===== config.mk =====
export PLATFORM = sky130hd
export DESIGN_NAME = conveyor_camera_trigger_sequencer_top
export DESIGN_NICKNAME = d
export VERILOG_FILES = /design/src/rtl/ccts_pkg.sv /design/src/rtl/ccts_ram.sv /design/src/rtl/ccts_timer_unit.sv /design/src/rtl/ccts_ctrl.sv /design/src/rtl/conveyor_camera_trigger_sequencer_top.sv
export SDC_FILE = /design/constraint.sdc
export NUM_CORES = 2
export LEC_CHECK = 0
export ABC_AREA = 0
export BUFFER_PORTS_ARGS = -buffer_cell sky130_fd_sc_hd__buf_2
export CORE_MARGIN = 2
export CORE_UTILIZATION = 45
export CTS_CLUSTER_SIZE = 25
export DETAILED_ROUTE_END_ITERATION = 8
export HOLD_SLACK_MARGIN = 0.02
export PLACE_DENSITY_LB_ADDON = 0.15
export SYNTH_ARGS = -nofsm -noshare
export SYNTH_HDL_FRONTEND = slang
export SYNTH_SLANG_ARGS = --single-unit
export TNS_END_PERCENT = 100

===== constraint.sdc =====
create_clock -name clock -period 13.7 [get_ports clock]
set_input_delay 0 -clock clock [delete_from_list [all_inputs] [get_ports clock]]
set_output_delay 0 -clock clock [all_outputs]
set_load 0.03 [all_outputs]

===== src/rtl/ccts_pkg.sv =====
// ============================================================================
// ccts_pkg
// Shared types and constants for the conveyor camera trigger sequencer.
// ============================================================================
package ccts_pkg;

   // Camera stations along the conveyor
   localparam int STAGES     = 4;
   localparam int STAGE_BITS = 2;
   localparam logic [STAGE_BITS-1:0] LAST_STAGE = 2'd3;

   // Register widths
   localparam int DELAY_BITS = 24;
   localparam int PULSE_BITS = 16;

   // Configuration register indices
   localparam int CSR_INDEX_BITS = 3;
   localparam logic [CSR_INDEX_BITS-1:0] CSR_DELAY_ONE   = 3'd0;
   localparam logic [CSR_INDEX_BITS-1:0] CSR_DELAY_TWO   = 3'd1;
   localparam logic [CSR_INDEX_BITS-1:0] CSR_DELAY_THREE = 3'd2;
   localparam logic [CSR_INDEX_BITS-1:0] CSR_DELAY_FOUR  = 3'd3;
   localparam logic [CSR_INDEX_BITS-1:0] CSR_PULSE_WIDTH = 3'd4;

   // Register reset values and the pulse timer limit
   localparam logic [DELAY_BITS-1:0] DELAY_RESET = 24'd1000;
   localparam logic [PULSE_BITS-1:0] PULSE_RESET = 16'd100;
   localparam logic [PULSE_BITS-1:0] PULSE_MAX   = 16'hFFFF;

   // Payload widths
   localparam int REQ_DATA_BITS = 8;
   localparam int RSP_DATA_BITS = 48;

   // Sequencer states
   typedef enum logic [2:0] {
      ST_IDLE,
      ST_PRIME,
      ST_SCAN,
      ST_PULSE,
      ST_RESULT
   } state_type;

   // Phase strobes from the sequencer to the datapath
   typedef struct packed {
      logic req_ready;
      logic prime;
      logic scan;
      logic pulse;
      logic load_rsp;
   } ctrl_type;

endpackage


===== src/rtl/ccts_ram.sv =====
// ============================================================================
// ccts_ram
// Generic single-write, single-read RAM with registered read data.
// ============================================================================
module ccts_ram #(
   parameter int WIDTH = 24,
   parameter int DEPTH = 32
) (
   input  logic                     clock,
   input  logic                     wr_en,
   input  logic [$clog2(DEPTH)-1:0] wr_addr,
   input  logic [WIDTH-1:0]         wr_data,
   input  logic                     rd_en,
   input  logic [$clog2(DEPTH)-1:0] rd_addr,
   output logic [WIDTH-1:0]         rd_data
);

   logic [WIDTH-1:0] mem_ff [DEPTH];
   logic [WIDTH-1:0] rd_data_ff;

   // Write port and registered read port
   always_ff @(posedge clock) begin
      if (wr_en) begin
         mem_ff[wr_addr] <= wr_data;
      end
      if (rd_en) begin
         rd_data_ff <= mem_ff[rd_addr];
      end
   end

   assign rd_data = rd_data_ff;

endmodule


===== src/rtl/ccts_timer_unit.sv =====
// ============================================================================
// ccts_timer_unit
// Shared saturating timer advance and expiry compare.
// ============================================================================
module ccts_timer_unit #(
   parameter int WIDTH = 24
) (
   input  logic [WIDTH-1:0] value,
   input  logic [WIDTH-1:0] limit,
   input  logic [WIDTH-1:0] threshold,
   input  logic             advance,
   output logic [WIDTH-1:0] next_value,
   output logic             expired
);

   // Advance by one unless saturated, then compare against the threshold
   always_comb begin
      if (advance && (value < limit)) begin
         next_value = value + 1'b1;
      end else begin
         next_value = value;
      end
      expired = (next_value >= threshold);
   end

endmodule


===== src/rtl/ccts_ctrl.sv =====
// ============================================================================
// ccts_ctrl
// Sequencer that walks every stage and every slot timer once per running tick.
// ============================================================================
module ccts_ctrl #(
   parameter int SLOTS = 8
) (
   input  logic                                   clock,
   input  logic                                   reset,
   input  logic                                   req_fire,
   input  logic                                   req_running,
   input  logic                                   rsp_busy,
   output ccts_pkg::ctrl_type                     ctrl,
   output logic [ccts_pkg::STAGE_BITS-1:0]        stage,
   output logic [(SLOTS > 1 ? $clog2(SLOTS) : 1)-1:0] slot_idx,
   output logic [$clog2(ccts_pkg::STAGES*SLOTS)-1:0]  flat_idx
);

   localparam int SW = (SLOTS > 1) ? $clog2(SLOTS) : 1;
   localparam int AW = $clog2(ccts_pkg::STAGES * SLOTS);
   localparam logic [SW-1:0] LAST_SLOT = SW'(SLOTS - 1);

   ccts_pkg::state_type state_ff, state_in;
   logic [ccts_pkg::STAGE_BITS-1:0] stage_ff, stage_in;
   logic [SW-1:0] slot_ff, slot_in;
   logic [AW-1:0] flat_ff, flat_in;

   // Next state
   always_comb begin
      state_in = state_ff;
      case (state_ff)
         ccts_pkg::ST_IDLE: begin
            if (req_fire) begin
               state_in = req_running ? ccts_pkg::ST_PRIME : ccts_pkg::ST_RESULT;
            end
         end
         ccts_pkg::ST_PRIME: begin
            state_in = ccts_pkg::ST_SCAN;
         end
         ccts_pkg::ST_SCAN: begin
            if (slot_ff == LAST_SLOT) begin
               state_in = ccts_pkg::ST_PULSE;
            end
         end
         ccts_pkg::ST_PULSE: begin
            state_in = (stage_ff == ccts_pkg::LAST_STAGE) ? ccts_pkg::ST_RESULT
                                                          : ccts_pkg::ST_PRIME;
         end
         ccts_pkg::ST_RESULT: begin
            if (!rsp_busy) begin
               state_in = ccts_pkg::ST_IDLE;
            end
         end
         default: begin
            state_in = ccts_pkg::ST_IDLE;
         end
      endcase
   end

   // Counters
   always_comb begin
      stage_in = stage_ff;
      slot_in  = slot_ff;
      flat_in  = flat_ff;
      case (state_ff)
         ccts_pkg::ST_IDLE: begin
            stage_in = '0;
            slot_in  = '0;
            flat_in  = '0;
         end
         ccts_pkg::ST_SCAN: begin
            slot_in = (slot_ff == LAST_SLOT) ? '0 : SW'(slot_ff + 1'b1);
            flat_in = AW'(flat_ff + 1'b1);
         end
         ccts_pkg::ST_PULSE: begin
            stage_in = ccts_pkg::STAGE_BITS'(stage_ff + 1'b1);
         end
         default: begin
         end
      endcase
   end

   // Phase strobes
   always_comb begin
      ctrl = '0;
      case (state_ff)
         ccts_pkg::ST_IDLE:   ctrl.req_ready = 1'b1;
         ccts_pkg::ST_PRIME:  ctrl.prime     = 1'b1;
         ccts_pkg::ST_SCAN:   ctrl.scan      = 1'b1;
         ccts_pkg::ST_PULSE:  ctrl.pulse     = 1'b1;
         ccts_pkg::ST_RESULT: ctrl.load_rsp  = !rsp_busy;
         default: begin
         end
      endcase
   end

   always_ff @(posedge clock) begin
      if (reset) begin
         state_ff <= ccts_pkg::ST_IDLE;
         stage_ff <= '0;
         slot_ff  <= '0;
         flat_ff  <= '0;
      end else begin
         state_ff <= state_in;
         stage_ff <= stage_in;
         slot_ff  <= slot_in;
         flat_ff  <= flat_in;
      end
   end

   assign stage    = stage_ff;
   assign slot_idx = slot_ff;
   assign flat_idx = flat_ff;

endmodule


===== src/rtl/conveyor_camera_trigger_sequencer_top.sv =====
// ============================================================================
// conveyor_camera_trigger_sequencer_top
// Four-station camera trigger sequencer driven by one timebase tick per
// transaction.
// ============================================================================
// Each request transaction is one timebase tick. A running tick passes from
// acceptance through, per stage, a prime state, a scan of every slot timer and
// a pulse state, then the response load. The single timer unit advances and
// checks one slot per cycle as the slot timers stream out of the elapsed-count
// RAM. A tick with running low goes straight from acceptance to the response
// load. The request side is ready only when the block is idle; a finished
// response waits in the output register until it is taken.
// ============================================================================
module conveyor_camera_trigger_sequencer_top #(
   parameter int SLOTS      = 8,
   parameter int TIMER_BITS = 24
) (
   input  logic                                  clock,
   input  logic                                  reset,
   // Request: [0] sensor_rise, [1] running, [7:2] zero
   input  logic                                  req_tvalid,
   output logic                                  req_tready,
   input  logic [ccts_pkg::REQ_DATA_BITS-1:0]    req_tdata,
   // Response: [3:0] camera_triggers, [4] object_done, [36:5] completed_total,
   // [40:37] slot_conflict, [47:41] zero
   output logic                                  rsp_tvalid,
   input  logic                                  rsp_tready,
   output logic [ccts_pkg::RSP_DATA_BITS-1:0]    rsp_tdata,
   // Configuration write port
   input  logic                                  csr_we,
   input  logic [ccts_pkg::CSR_INDEX_BITS-1:0]   csr_index,
   input  logic [ccts_pkg::DELAY_BITS-1:0]       csr_data
);

   localparam int STAGES = ccts_pkg::STAGES;
   localparam int SW     = (SLOTS > 1) ? $clog2(SLOTS) : 1;
   localparam int AW     = $clog2(STAGES * SLOTS);
   localparam int DEPTH  = STAGES * SLOTS;
   localparam int UW     = (TIMER_BITS > ccts_pkg::DELAY_BITS) ? TIMER_BITS
                                                               : ccts_pkg::DELAY_BITS;
   localparam logic [SW-1:0] LAST_SLOT = SW'(SLOTS - 1);
   localparam logic [TIMER_BITS-1:0] TIMER_MAX = '1;

   ccts_pkg::ctrl_type ctrl;
   logic [ccts_pkg::STAGE_BITS-1:0] stage;
   logic [SW-1:0] slot_idx;
   logic [AW-1:0] flat_idx;

   logic req_fire;
   logic rsp_busy;

   // Configuration registers
   logic [ccts_pkg::DELAY_BITS-1:0] delay_ff [STAGES];
   logic [ccts_pkg::PULSE_BITS-1:0] pulse_width_ff;

   // Tracking state
   logic [DEPTH-1:0]                 busy_ff;
   logic [SW-1:0]                    queue_ff      [STAGES];
   logic [STAGES-1:0]                pulse_act_ff;
   logic [ccts_pkg::PULSE_BITS-1:0]  pulse_el_ff   [STAGES];
   logic [31:0]                      completed_ff;

   // Per-tick working registers
   logic              running_ff;
   logic              claim_pend_ff;
   logic              claim_valid_ff;
   logic [SW-1:0]     claim_slot_ff;
   logic              fired_ff;
   logic              done_ff;
   logic [STAGES-1:0] conflict_ff;

   // Response registers
   logic        rsp_valid_ff;
   logic [3:0]  rsp_trig_ff;
   logic        rsp_done_ff;
   logic [31:0] rsp_total_ff;
   logic [3:0]  rsp_conflict_ff;

   // Shared timer unit
   logic [UW-1:0] unit_value;
   logic [UW-1:0] unit_limit;
   logic [UW-1:0] unit_threshold;
   logic          unit_advance;
   logic [UW-1:0] unit_next;
   logic          unit_expired;

   // Elapsed-count RAM
   logic                  ram_wr_en;
   logic                  ram_rd_en;
   logic [AW-1:0]         ram_rd_addr;
   logic [TIMER_BITS-1:0] ram_rd_data;

   // Datapath helpers
   logic [AW-1:0] claim_idx;
   logic          claimed;
   logic          slot_live;
   logic          pulse_live;
   logic          pulse_end;

   assign req_fire   = req_tvalid && ctrl.req_ready;
   assign rsp_busy   = rsp_valid_ff && !rsp_tready;
   assign req_tready = ctrl.req_ready;

   ccts_ctrl #(
      .SLOTS (SLOTS)
   ) u_ctrl (
      .clock       (clock),
      .reset       (reset),
      .req_fire    (req_fire),
      .req_running (req_tdata[1]),
      .rsp_busy    (rsp_busy),
      .ctrl        (ctrl),
      .stage       (stage),
      .slot_idx    (slot_idx),
      .flat_idx    (flat_idx)
   );

   // Slot being claimed in the current stage and its RAM slot under scan
   assign claim_idx  = AW'(flat_idx + AW'(queue_ff[stage]));
   assign claimed    = claim_valid_ff && (slot_idx == claim_slot_ff);
   assign slot_live  = busy_ff[flat_idx] || claimed;
   assign pulse_live = pulse_act_ff[stage] || fired_ff;
   assign pulse_end  = pulse_live && unit_expired;

   // Select the timer unit operands for the current phase
   always_comb begin
      unit_value     = '0;
      unit_limit     = UW'(ccts_pkg::PULSE_MAX);
      unit_threshold = '0;
      unit_advance   = 1'b0;
      if (ctrl.prime) begin
         unit_value   = UW'(pulse_el_ff[stage]);
         unit_advance = pulse_act_ff[stage];
      end else if (ctrl.scan) begin
         unit_value     = claimed ? '0 : UW'(ram_rd_data);
         unit_limit     = UW'(TIMER_MAX);
         unit_threshold = UW'(delay_ff[stage]);
         unit_advance   = !claimed;
      end else if (ctrl.pulse) begin
         unit_value     = fired_ff ? '0 : UW'(pulse_el_ff[stage]);
         unit_threshold = UW'(pulse_width_ff);
      end
   end

   ccts_timer_unit #(
      .WIDTH (UW)
   ) u_timer (
      .value      (unit_value),
      .limit      (unit_limit),
      .threshold  (unit_threshold),
      .advance    (unit_advance),
      .next_value (unit_next),
      .expired    (unit_expired)
   );

   // Stream the stage's slots out of the RAM one ahead of the scan
   assign ram_rd_en   = ctrl.prime || (ctrl.scan && (slot_idx != LAST_SLOT));
   assign ram_rd_addr = ctrl.prime ? flat_idx : AW'(flat_idx + 1'b1);
   assign ram_wr_en   = ctrl.scan && slot_live && !unit_expired;

   ccts_ram #(
      .WIDTH (TIMER_BITS),
      .DEPTH (DEPTH)
   ) u_elapsed_ram (
      .clock   (clock),
      .wr_en   (ram_wr_en),
      .wr_addr (flat_idx),
      .wr_data (unit_next[TIMER_BITS-1:0]),
      .rd_en   (ram_rd_en),
      .rd_addr (ram_rd_addr),
      .rd_data (ram_rd_data)
   );

   // Configuration writes
   always_ff @(posedge clock) begin
      if (reset) begin
         for (int i = 0; i < STAGES; i++) begin
            delay_ff[i] <= ccts_pkg::DELAY_RESET;
         end
         pulse_width_ff <= ccts_pkg::PULSE_RESET;
      end else if (csr_we) begin
         case (csr_index)
            ccts_pkg::CSR_DELAY_ONE:   delay_ff[0]    <= csr_data;
            ccts_pkg::CSR_DELAY_TWO:   delay_ff[1]    <= csr_data;
            ccts_pkg::CSR_DELAY_THREE: delay_ff[2]    <= csr_data;
            ccts_pkg::CSR_DELAY_FOUR:  delay_ff[3]    <= csr_data;
            ccts_pkg::CSR_PULSE_WIDTH: pulse_width_ff <= csr_data[ccts_pkg::PULSE_BITS-1:0];
            default: begin
            end
         endcase
      end
   end

   // Tick processing
   always_ff @(posedge clock) begin
      if (reset) begin
         busy_ff        <= '0;
         pulse_act_ff   <= '0;
         completed_ff   <= '0;
         running_ff     <= 1'b0;
         claim_pend_ff  <= 1'b0;
         claim_valid_ff <= 1'b0;
         claim_slot_ff  <= '0;
         fired_ff       <= 1'b0;
         done_ff        <= 1'b0;
         conflict_ff    <= '0;
         for (int i = 0; i < STAGES; i++) begin
            queue_ff[i]    <= '0;
            pulse_el_ff[i] <= '0;
         end
      end else begin
         // Latch the tick and arm the stage-one claim from the sensor edge
         if (req_fire) begin
            running_ff    <= req_tdata[1];
            claim_pend_ff <= req_tdata[0];
            done_ff       <= 1'b0;
            conflict_ff   <= '0;
         end

         // Advance the stage's pulse timer and resolve the pending claim
         if (ctrl.prime) begin
            pulse_el_ff[stage] <= unit_next[ccts_pkg::PULSE_BITS-1:0];
            fired_ff           <= 1'b0;
            claim_slot_ff      <= queue_ff[stage];
            claim_valid_ff     <= 1'b0;
            if (claim_pend_ff) begin
               if (busy_ff[claim_idx]) begin
                  conflict_ff[stage] <= 1'b1;
               end else begin
                  claim_valid_ff  <= 1'b1;
                  queue_ff[stage] <= (queue_ff[stage] == LAST_SLOT) ? '0
                                     : SW'(queue_ff[stage] + 1'b1);
               end
            end
         end

         // Advance one slot timer and fire the camera when it expires
         if (ctrl.scan && slot_live) begin
            busy_ff[flat_idx] <= !unit_expired;
            if (unit_expired) begin
               fired_ff <= 1'b1;
            end
         end

         // End the pulse and hand the object to the next stage
         if (ctrl.pulse) begin
            pulse_act_ff[stage] <= pulse_live && !unit_expired;
            pulse_el_ff[stage]  <= unit_value[ccts_pkg::PULSE_BITS-1:0];
            claim_pend_ff       <= pulse_end && (stage != ccts_pkg::LAST_STAGE);
            if (pulse_end && (stage == ccts_pkg::LAST_STAGE)) begin
               completed_ff <= completed_ff + 1'b1;
               done_ff      <= 1'b1;
            end
         end
      end
   end

   // Response handshake
   always_ff @(posedge clock) begin
      if (reset) begin
         rsp_valid_ff <= 1'b0;
      end else if (ctrl.load_rsp) begin
         rsp_valid_ff <= 1'b1;
      end else if (rsp_tready) begin
         rsp_valid_ff <= 1'b0;
      end
   end

   // Response payload
   always_ff @(posedge clock) begin
      if (ctrl.load_rsp) begin
         rsp_trig_ff     <= pulse_act_ff;
         rsp_done_ff     <= running_ff && done_ff;
         rsp_total_ff    <= completed_ff;
         rsp_conflict_ff <= running_ff ? conflict_ff : '0;
      end
   end

   assign rsp_tvalid = rsp_valid_ff;
   assign rsp_tdata  = {7'd0, rsp_conflict_ff, rsp_total_ff, rsp_done_ff, rsp_trig_ff};

endmodule

**Word-level counts from Yosys, hierarchy flattened**

Memory sizes are Yosys's and may differ from the RTL's. A register that Yosys moved wholly into a read port is not among the register bits.
Cells that the tools add are included.

- Register bits after elaboration: 151
- Bits in writable memories: 940
- Bits in latches: 0
- ROM bits: 0
- Memories: 4
- Bits of input ports: 40
- Logic and storage cells: 198

- Reductions and logical operators: 32
- Bitwise operators: 6
- Multiplexer cells: 105
- Magnitude comparators: 7
- Add/sub/neg operators: 7
- Divide/modulo/power cells: 0
- Equality and inequality tests: 17
- Shift operators: 0
- Multipliers: 0

Memories:

| name | depth | width | rd ports | clocked after Yosys merged registers in | wr ports | line | source |
|---|---|---|---|---|---|---|---|
| u_elapsed_ram.mem_ff | 32 | 24 | 1 | 1 | 1 | ccts_ram.sv:18 | `logic [WIDTH-1:0] mem_ff [DEPTH];` |
| delay_ff | 4 | 24 | 1 | 1 | 4 | conveyor_camera_trigger_sequencer_top.sv:53 | `logic [ccts_pkg::DELAY_BITS-1:0] delay_ff [STAGES];` |
| pulse_el_ff | 4 | 16 | 1 | 1 | 4 | conveyor_camera_trigger_sequencer_top.sv:60 | `logic [ccts_pkg::PULSE_BITS-1:0] pulse_el_ff [STAGES];` |
| queue_ff | 4 | 3 | 1 | 1 | 4 | conveyor_camera_trigger_sequencer_top.sv:58 | `logic [SW-1:0] queue_ff [STAGES];` |

Operator list:

| cell | count |
|---|---|
| 24-bit two-way mux | 12 |
| 16-bit two-way mux | 5 |
| 1-bit two-way mux | 55 |
| 32-bit by 1-bit adder with 32-bit output, second input constant | 1 |
| 32-bit bitwise mux | 1 |
| 24-bit by 1-bit adder with 24-bit output, second input constant | 1 |
| 24-bit >= comparator | 1 |
| 24-bit < comparator | 1 |
| 3-bit two-way mux | 8 |
| 4-bit two-way mux | 5 |
| 2-bit two-way mux | 8 |
| 16-bit OR reduction | 1 |
| 3-bit one-hot mux with 5 select lines | 1 |
| 1-bit logical AND | 14 |
| 3-bit by 2-bit == test with 1-bit output, second input constant | 4 |
| 3-bit == test, second input constant | 4 |
| 5-bit by 6-bit < comparator with 1-bit output, second input constant | 2 |
| 1-bit binary-select mux with 5-bit select | 2 |
| 5-bit one-hot mux with 2 select lines | 1 |
| 2-bit nonzero test | 4 |
| 3-bit by 1-bit adder with 3-bit output, second input constant | 2 |
| 3-bit by 1-bit == test with 1-bit output, second input constant | 2 |
| 3-bit logical NOT | 2 |
| 2-bit != test, second input constant | 3 |
| 24 further kinds | 34 |

**Longest topological paths before layout**

- Depth after elaboration: 13
- Gate-level depth with buffers: 31
- Gate-level depth less buffers: 27

**Modules after synthesis**

Synthesis repeated with hierarchy kept, for this count alone.

- Cell total of the unflattened synthesis: 3376
- Area, all modules: 48286.3 um^2

Modules (own cells, without submodules):

| module | times used | area an instance (um^2) | cells each | seq. area each (um^2) |
|---|---|---|---|---|
| ccts_ram | 1 | 30720.7 | 1711 | 23782.8 |
| conveyor_camera_trigger_sequencer_top | 1 | 15051.9 | 1326 | 8338.0 |
| ccts_timer_unit | 1 | 1764.2 | 250 | 0.0 |
| ccts_ctrl | 1 | 749.5 | 89 | 260.2 |

**Least setup slack after synthesis**

Ideal clock, no wire load.

- Path type: reg2reg
- From: register u_ctrl.state_ff[2]
- To: memory u_elapsed_ram.mem_ff[3][0], enable pin
- Cell stages (with the launch flop): 26
- Arrival time: 7.013 ns
- Path slack: 6.281 ns
- Setup time: 0.406 ns
- Cell sequence: dfxtp_1 nor2_2 and2_4 inv_4 a41oi_4 buf_4 clkbuf_1 and2_1 ha_1 nand4_1 nor2_1 nand2_1 o31ai_1 nor2_1 a21oi_1 ha_1 a21o_1 a21o_1 a21oi_1 nor3_1 nor4_1 o32ai_1 buf_2 or3_1 buf_2 nor2_1

- Cells in the longest elaborated chain, start to end: 13

Ends and longest elaborated chain:

| what | line | source |
|---|---|---|
| from (decl) | ccts_ctrl.sv:23 | `ccts_pkg::state_type state_ff, state_in;` |
| from (signal assigned) | ccts_ctrl.sv:99 | `state_ff <= ccts_pkg::ST_IDLE;` |
| from (signal assigned) | ccts_ctrl.sv:104 | `state_ff <= state_in;` |
| 3-bit by 2-bit == test with 1-bit output | ccts_ctrl.sv:86 | `case (state_ff)` |
| 1-bit two-way mux | ccts_ctrl.sv:86 |  |
| 16-bit two-way mux | conveyor_camera_trigger_sequencer_top.sv:139 | `end else if (ctrl.pulse) begin` |
| 24-bit two-way mux | conveyor_camera_trigger_sequencer_top.sv:134 | `end else if (ctrl.scan) begin` |
| 24-bit two-way mux | conveyor_camera_trigger_sequencer_top.sv:131 | `if (ctrl.prime) begin` |
| 24-bit < comparator | ccts_timer_unit.sv:18 | `if (advance && (value < limit)) begin` |
| 1-bit logical AND | ccts_timer_unit.sv:18 |  |
| 24-bit two-way mux (*) | ccts_timer_unit.sv:18 |  |
| net u_elapsed_ram.wr_data[1] | ccts_ram.sv:12 | `input logic [WIDTH-1:0] wr_data,` |
| 24-bit >= comparator (*) | ccts_timer_unit.sv:23 | `expired = (next_value >= threshold);` |
| 1-bit logical NOT (*) | conveyor_camera_trigger_sequencer_top.sv:159 | `assign ram_wr_en = ctrl.scan && slot_live && !unit_expired;` |
| 1-bit logical AND (*) | conveyor_camera_trigger_sequencer_top.sv:159 |  |
| 1-bit two-way mux (*) | ccts_ram.sv:23 | `if (wr_en) begin` |
| 1-bit two-way mux (implied by the code) (*) | ccts_ram.sv:24 | `mem_ff[wr_addr] <= wr_data;` |
| to (decl) | ccts_ram.sv:18 |  |

The timed path passes the listed nets; every way through them passes the cells marked *.

**Final worst setup path**

- From: register u_ctrl.state_ff[0]
- To: memory u_elapsed_ram.mem_ff[1][6], enable pin

The elaborated chain is that of the path after synthesis.

==> flow_metrics.py <==
metrics = {
    "floorplan": {
        "num_io_pins": 90,
        "fp.dieW_um": 323,
        "core_um2": 101000,
        "die_h_um": 323,
        "rows": 117,
        "dieArea_um2": 105000,
        "initial_core_util_pct": 45.3,
    },
    "critical_path": {
        "critPathArrivalTime_ns": 9.86,
        "crit_fanout": 33,
        "startpoint_type": "flop",
        "crit_path_end_kind": "flop",
        "crit_path_frequent_cell": "buf_4",
        "slowest_delay_ns": 0.87,
        "critPathSlowestCell": "o31ai_1",
        "worstPathRequired_ns": 14.06,
        "critPathKind": "reg2reg",
        "worstPathCellList": "nor2_2, and2_4, inv_4, a41oi_4, a22oi_1, nor4_4, nand3_1, o31ai_1, nor2_1, xor2_1, inv_1, ha_1, a21o_1, a21oi_1, nor3_1, nor4_1, o32ai_2, buf_4, or3_1, nor2_4, buf_4",
        "critical_path.top_delay_family": "simple AND/OR/NAND/NOR gates",
        "cp_num_buf_inv": 4,
    },
    "routing": {
        "routed_wl_mm": 114,
        "viasPerCell": 5.80,
        "drc_errors": 0,
        "vias": 24500,
        "drt_iter0_drc": 2427,
        "wl_per_cell_um": 27.0,
        "first_pass_iters": 6,
        "ant_nets": 0,
    },
    "final_layout": {
        "diodes": 0,
        "drive_above_1_share_pct": 25.5,
        "final_area_um2": 52800,
        "final-seq-area_um2": 32400,
        "synthToLayoutAreaGrowth_pct": 14.9,
        "layout.nets": 2841,
        "fillers": 8033,
        "multi_input_area_um2": 13300,
    },
    "cts": {
        "cts-root-buf": "clkbuf_16",
        "cts_hold_buffers": 57,
        "cts_sinks": 1117,
        "cts_tree": "yes",
        "cts_resized": 0,
        "cts_buffers": 113,
        "cts_setup_buffers": 0,
        "cts_buffer_depth": 3,
        "clkSlewWorstSetupHoldPaths_ns": 0.06,
        "cts_max_level": 3,
        "clk-insertion-delay-late_ns": 0.70,
    },
    "job": {
        "drv_cap": 0,
    },
    "sta": {
        "setup_tns_ns": 0,
        "fmax_mhz": 105,
        "slew_headroom_pct": 18.7,
        "hold_viol": 0,
        "rsz0062_at_grt": "false",
        "skew_ns": 0.0356,
        "period_needed_ns": 9.50,
        "setup_viol": 0,
        "fin_crit_sh_pct": 69.3,
        "worstMarginPinSlew_ns": 1.22,
        "postLayoutSetupSlackWorst_ns": 4.20,
        "finalMaxSlewViolations": 0,
    },
    "status": {
        "status": "completed",
    },
    "logic_synthesis": {
        "yosysSeqAreaShare_pct": 70.6,
        "yosys_warnings": 0,
        "synth_edf_count": 1005,
        "ys_ff_latch": 1117,
        "avgSynthCellArea_um2": 17.9,
        "ys_types": 67,
        "async_flop_share_pct": 0,
        "synth_area_um2": 45900,
        "synth_flop_cell": "edfxtp_1",
        "synth_cells": 2568,
    },
    "grt": {
        "grt_pass1_vias": 25000,
        "grt_pass1_wl_mm": 167,
        "track_usage_pct": 21.9,
        "globalRouteMet2Util_pct": 36.6,
        "grt_max_degree": 101,
        "grtUsageMet3_pct": 3.07,
        "antenna_found_initial": 0,
        "grt-busiest-layer": "met2",
        "gr-usage-met1_pct": 30.7,
        "grt-ovfl-total": 0,
    },
    "place": {
        "placed_cell_area_um2": 48500,
        "gp_congestion": 0.853,
        "dpl.hpwl_mm": 65.3,
        "io_buffer_count": 76,
        "dp_slack_ns": 4.26,
    },
    "power_and_ir_drop": {
        "p_leak_nw": 17.4,
        "ir_drop_uv": 127,
        "powerDensity_nw_per_um2": 147,
    },
    "hold_path": {
        "hp-class": "in2reg",
    },
}
where the power goes:
| group | total [W] | switching [W] | internal, W | leakage (nW) |
|---|---|---|---|---|
| sequential | 0.00385 | 0.0000254 | 0.00382 | 10.3 |
| clock | 0.00307 | 0.00129 | 0.00178 | 1.78 |
| combinational | 0.000844 | 0.000506 | 0.000337 | 5.26 |
| total | 0.00776 | 0.00183 | 0.00594 | 17.4 |
stage by stage:
| step | utilization (%) | total power (W) | hold slack (ns) | cells |
|---|---|---|---|---|
| 3_3_place_gp | 47.8 | 0.00474 | 0.248 | 3948 |
| 6_report | 52.0 | 0.00776 | 0.0753 | 4215 |
| 2_1_floorplan | - | 0.00449 | 0.124 | 2574 |
| 5_1_grt | 52.0 | 0.00802 | 0.109 | 4215 |
| 4_1_cts | 52.0 | 0.00783 | 0.0403 | 4215 |
| 3_5_place_dp | 47.8 | 0.00476 | 0.263 | 3948 |
metal layers:
layer	wire (um)	share of wire, %	vias up
li1	-	-	10600
met1	49200	43	13100
met2	56600	50	691
met3	5890	5.2	131
met4	1920	1.7	0
met5	0	0	-
path summary, 6_finish.rpt:
check / depth (start not counted) / to / slack [ns] / start
min reg2reg: 2 / pulse_width_ff[10] / 0.46 / pulse_width_ff[10]
min: 4 / delay_ff[2][3] / 0.08 / csr_index[0]
max reg2reg: 21 / u_elapsed_ram.mem_ff[1][6] / 4.20 / u_ctrl.state_ff[0]
max: 21 / u_elapsed_ram.mem_ff[1][6] / 4.20 / u_ctrl.state_ff[0]
sequential cells by signal (all words and copies together), names as in the netlist, 2 cells and up, named ones only:
signal / count
u_elapsed_ram.mem_ff: 768
conflict_ff: 4
u_ctrl.stage: 2
claim_slot_ff: 3
busy_ff: 32
pulse_el_ff: 64
u_elapsed_ram.rd_data: 24
rsp_total_ff: 32
pulse_act_ff: 4
queue_ff: 12
u_ctrl.slot_idx: 3
rsp_trig_ff: 4
u_ctrl.flat_idx: 5
pulse_width_ff: 16
rsp_conflict_ff: 4
u_ctrl.state_ff: 3
delay_ff: 96
completed_ff: 32
cells by family (layout without fill, tap and decap cells):
| group | after synthesis | count (layout) | synth area share [%] |
|---|---|---|---|
| compound gates | 261 | 261 | 3.75 |
| fa+ha+maj | 49 | 49 | 1.35 |
| xor+xnor | 48 | 48 | 0.916 |
| other cells | 1 | 7 | 0.00817 |
| flops | 1117 | 1117 | 70.6 |
| mux | 339 | 339 | 15.6 |
| buf+inv | 172 | 445 | 1.55 |
| simple gates | 581 | 581 | 6.18 |
worst register-to-register path: stages, from the launching register on:
cell	delay, ns
dfxtp_1	0.44
nor2_2	0.21
and2_4	0.47
inv_4	0.19
a41oi_4	0.78
a22oi_1	0.49
nor4_4	0.47
nand3_1	0.28
o31ai_1	0.87
nor2_1	0.11
xor2_1	0.40
inv_1	0.56
ha_1	0.48
a21o_1	0.15
a21oi_1	0.25
nor3_1	0.12
nor4_1	0.57
o32ai_2	0.17
buf_4	0.24
or3_1	0.72
nor2_4	0.78
buf_4	0.43
cell usage in the layout, fill, tap and decap left out, types with 13 or more instances in the layout:
cell | Yosys | routed
clkbuf_16 | 0 | 114
clkbuf_1 | 91 | 21
nand2b_1 | 33 | 33
xor2_1 | 23 | 15
xnor2_1 | 25 | 13
a21oi_1 | 76 | 74
bufinv_16 | 0 | 13
dlygate4sd3_1 | 0 | 57
and2_1 | 86 | 86
ha_1 | 48 | 48
edfxtp_1 | 1005 | 1005
inv_1 | 26 | 26
nand2_1 | 137 | 137
o21ai_0 | 48 | 44
buf_4 | 10 | 74
dfxtp_1 | 112 | 110
clkinv_1 | 0 | 26
or3_1 | 26 | 26
nor3_1 | 21 | 19
nor2_1 | 183 | 150
clkinv_2 | 0 | 19
a21o_1 | 14 | 14
a22oi_1 | 38 | 38
o21a_1 | 42 | 42
mux2_2 | 29 | 29
nand3_1 | 30 | 30
buf_2 | 9 | 75
mux4_2 | 299 | 299
nor2_4 | 0 | 32
cell usage after synthesis (25+ instances only):
cell type  number  area [um^2]
dfxtp_1       112         2240
nand2_1       137          514
ha_1           48          601
o21a_1         42          315
mux4_2        299         6730
nand3_1        30          150
buf_1          32          120
a21oi_1        76          380
nand2b_1       33          206
mux2_2         29          327
a22oi_1        38          285
and2_1         86          538
inv_1          26         97.6
edfxtp_1     1005        30200
o21ai_0        48          240
xnor2_1        25          219
nor2_1        183          687
or3_1          26          163
clkbuf_1       91          342
cell type report:
cell class	count	share of cell area, %
well taps	1368	3.24
repair buffers	207	2.88
clock buffers	137	5.61
flip-flops and latches	1117	61.5
clock inverters	73	1.39
multi-input cells	1285	25.2
inverters	28	0.204
No activity file was read; power rests on OpenSTA's default activity.
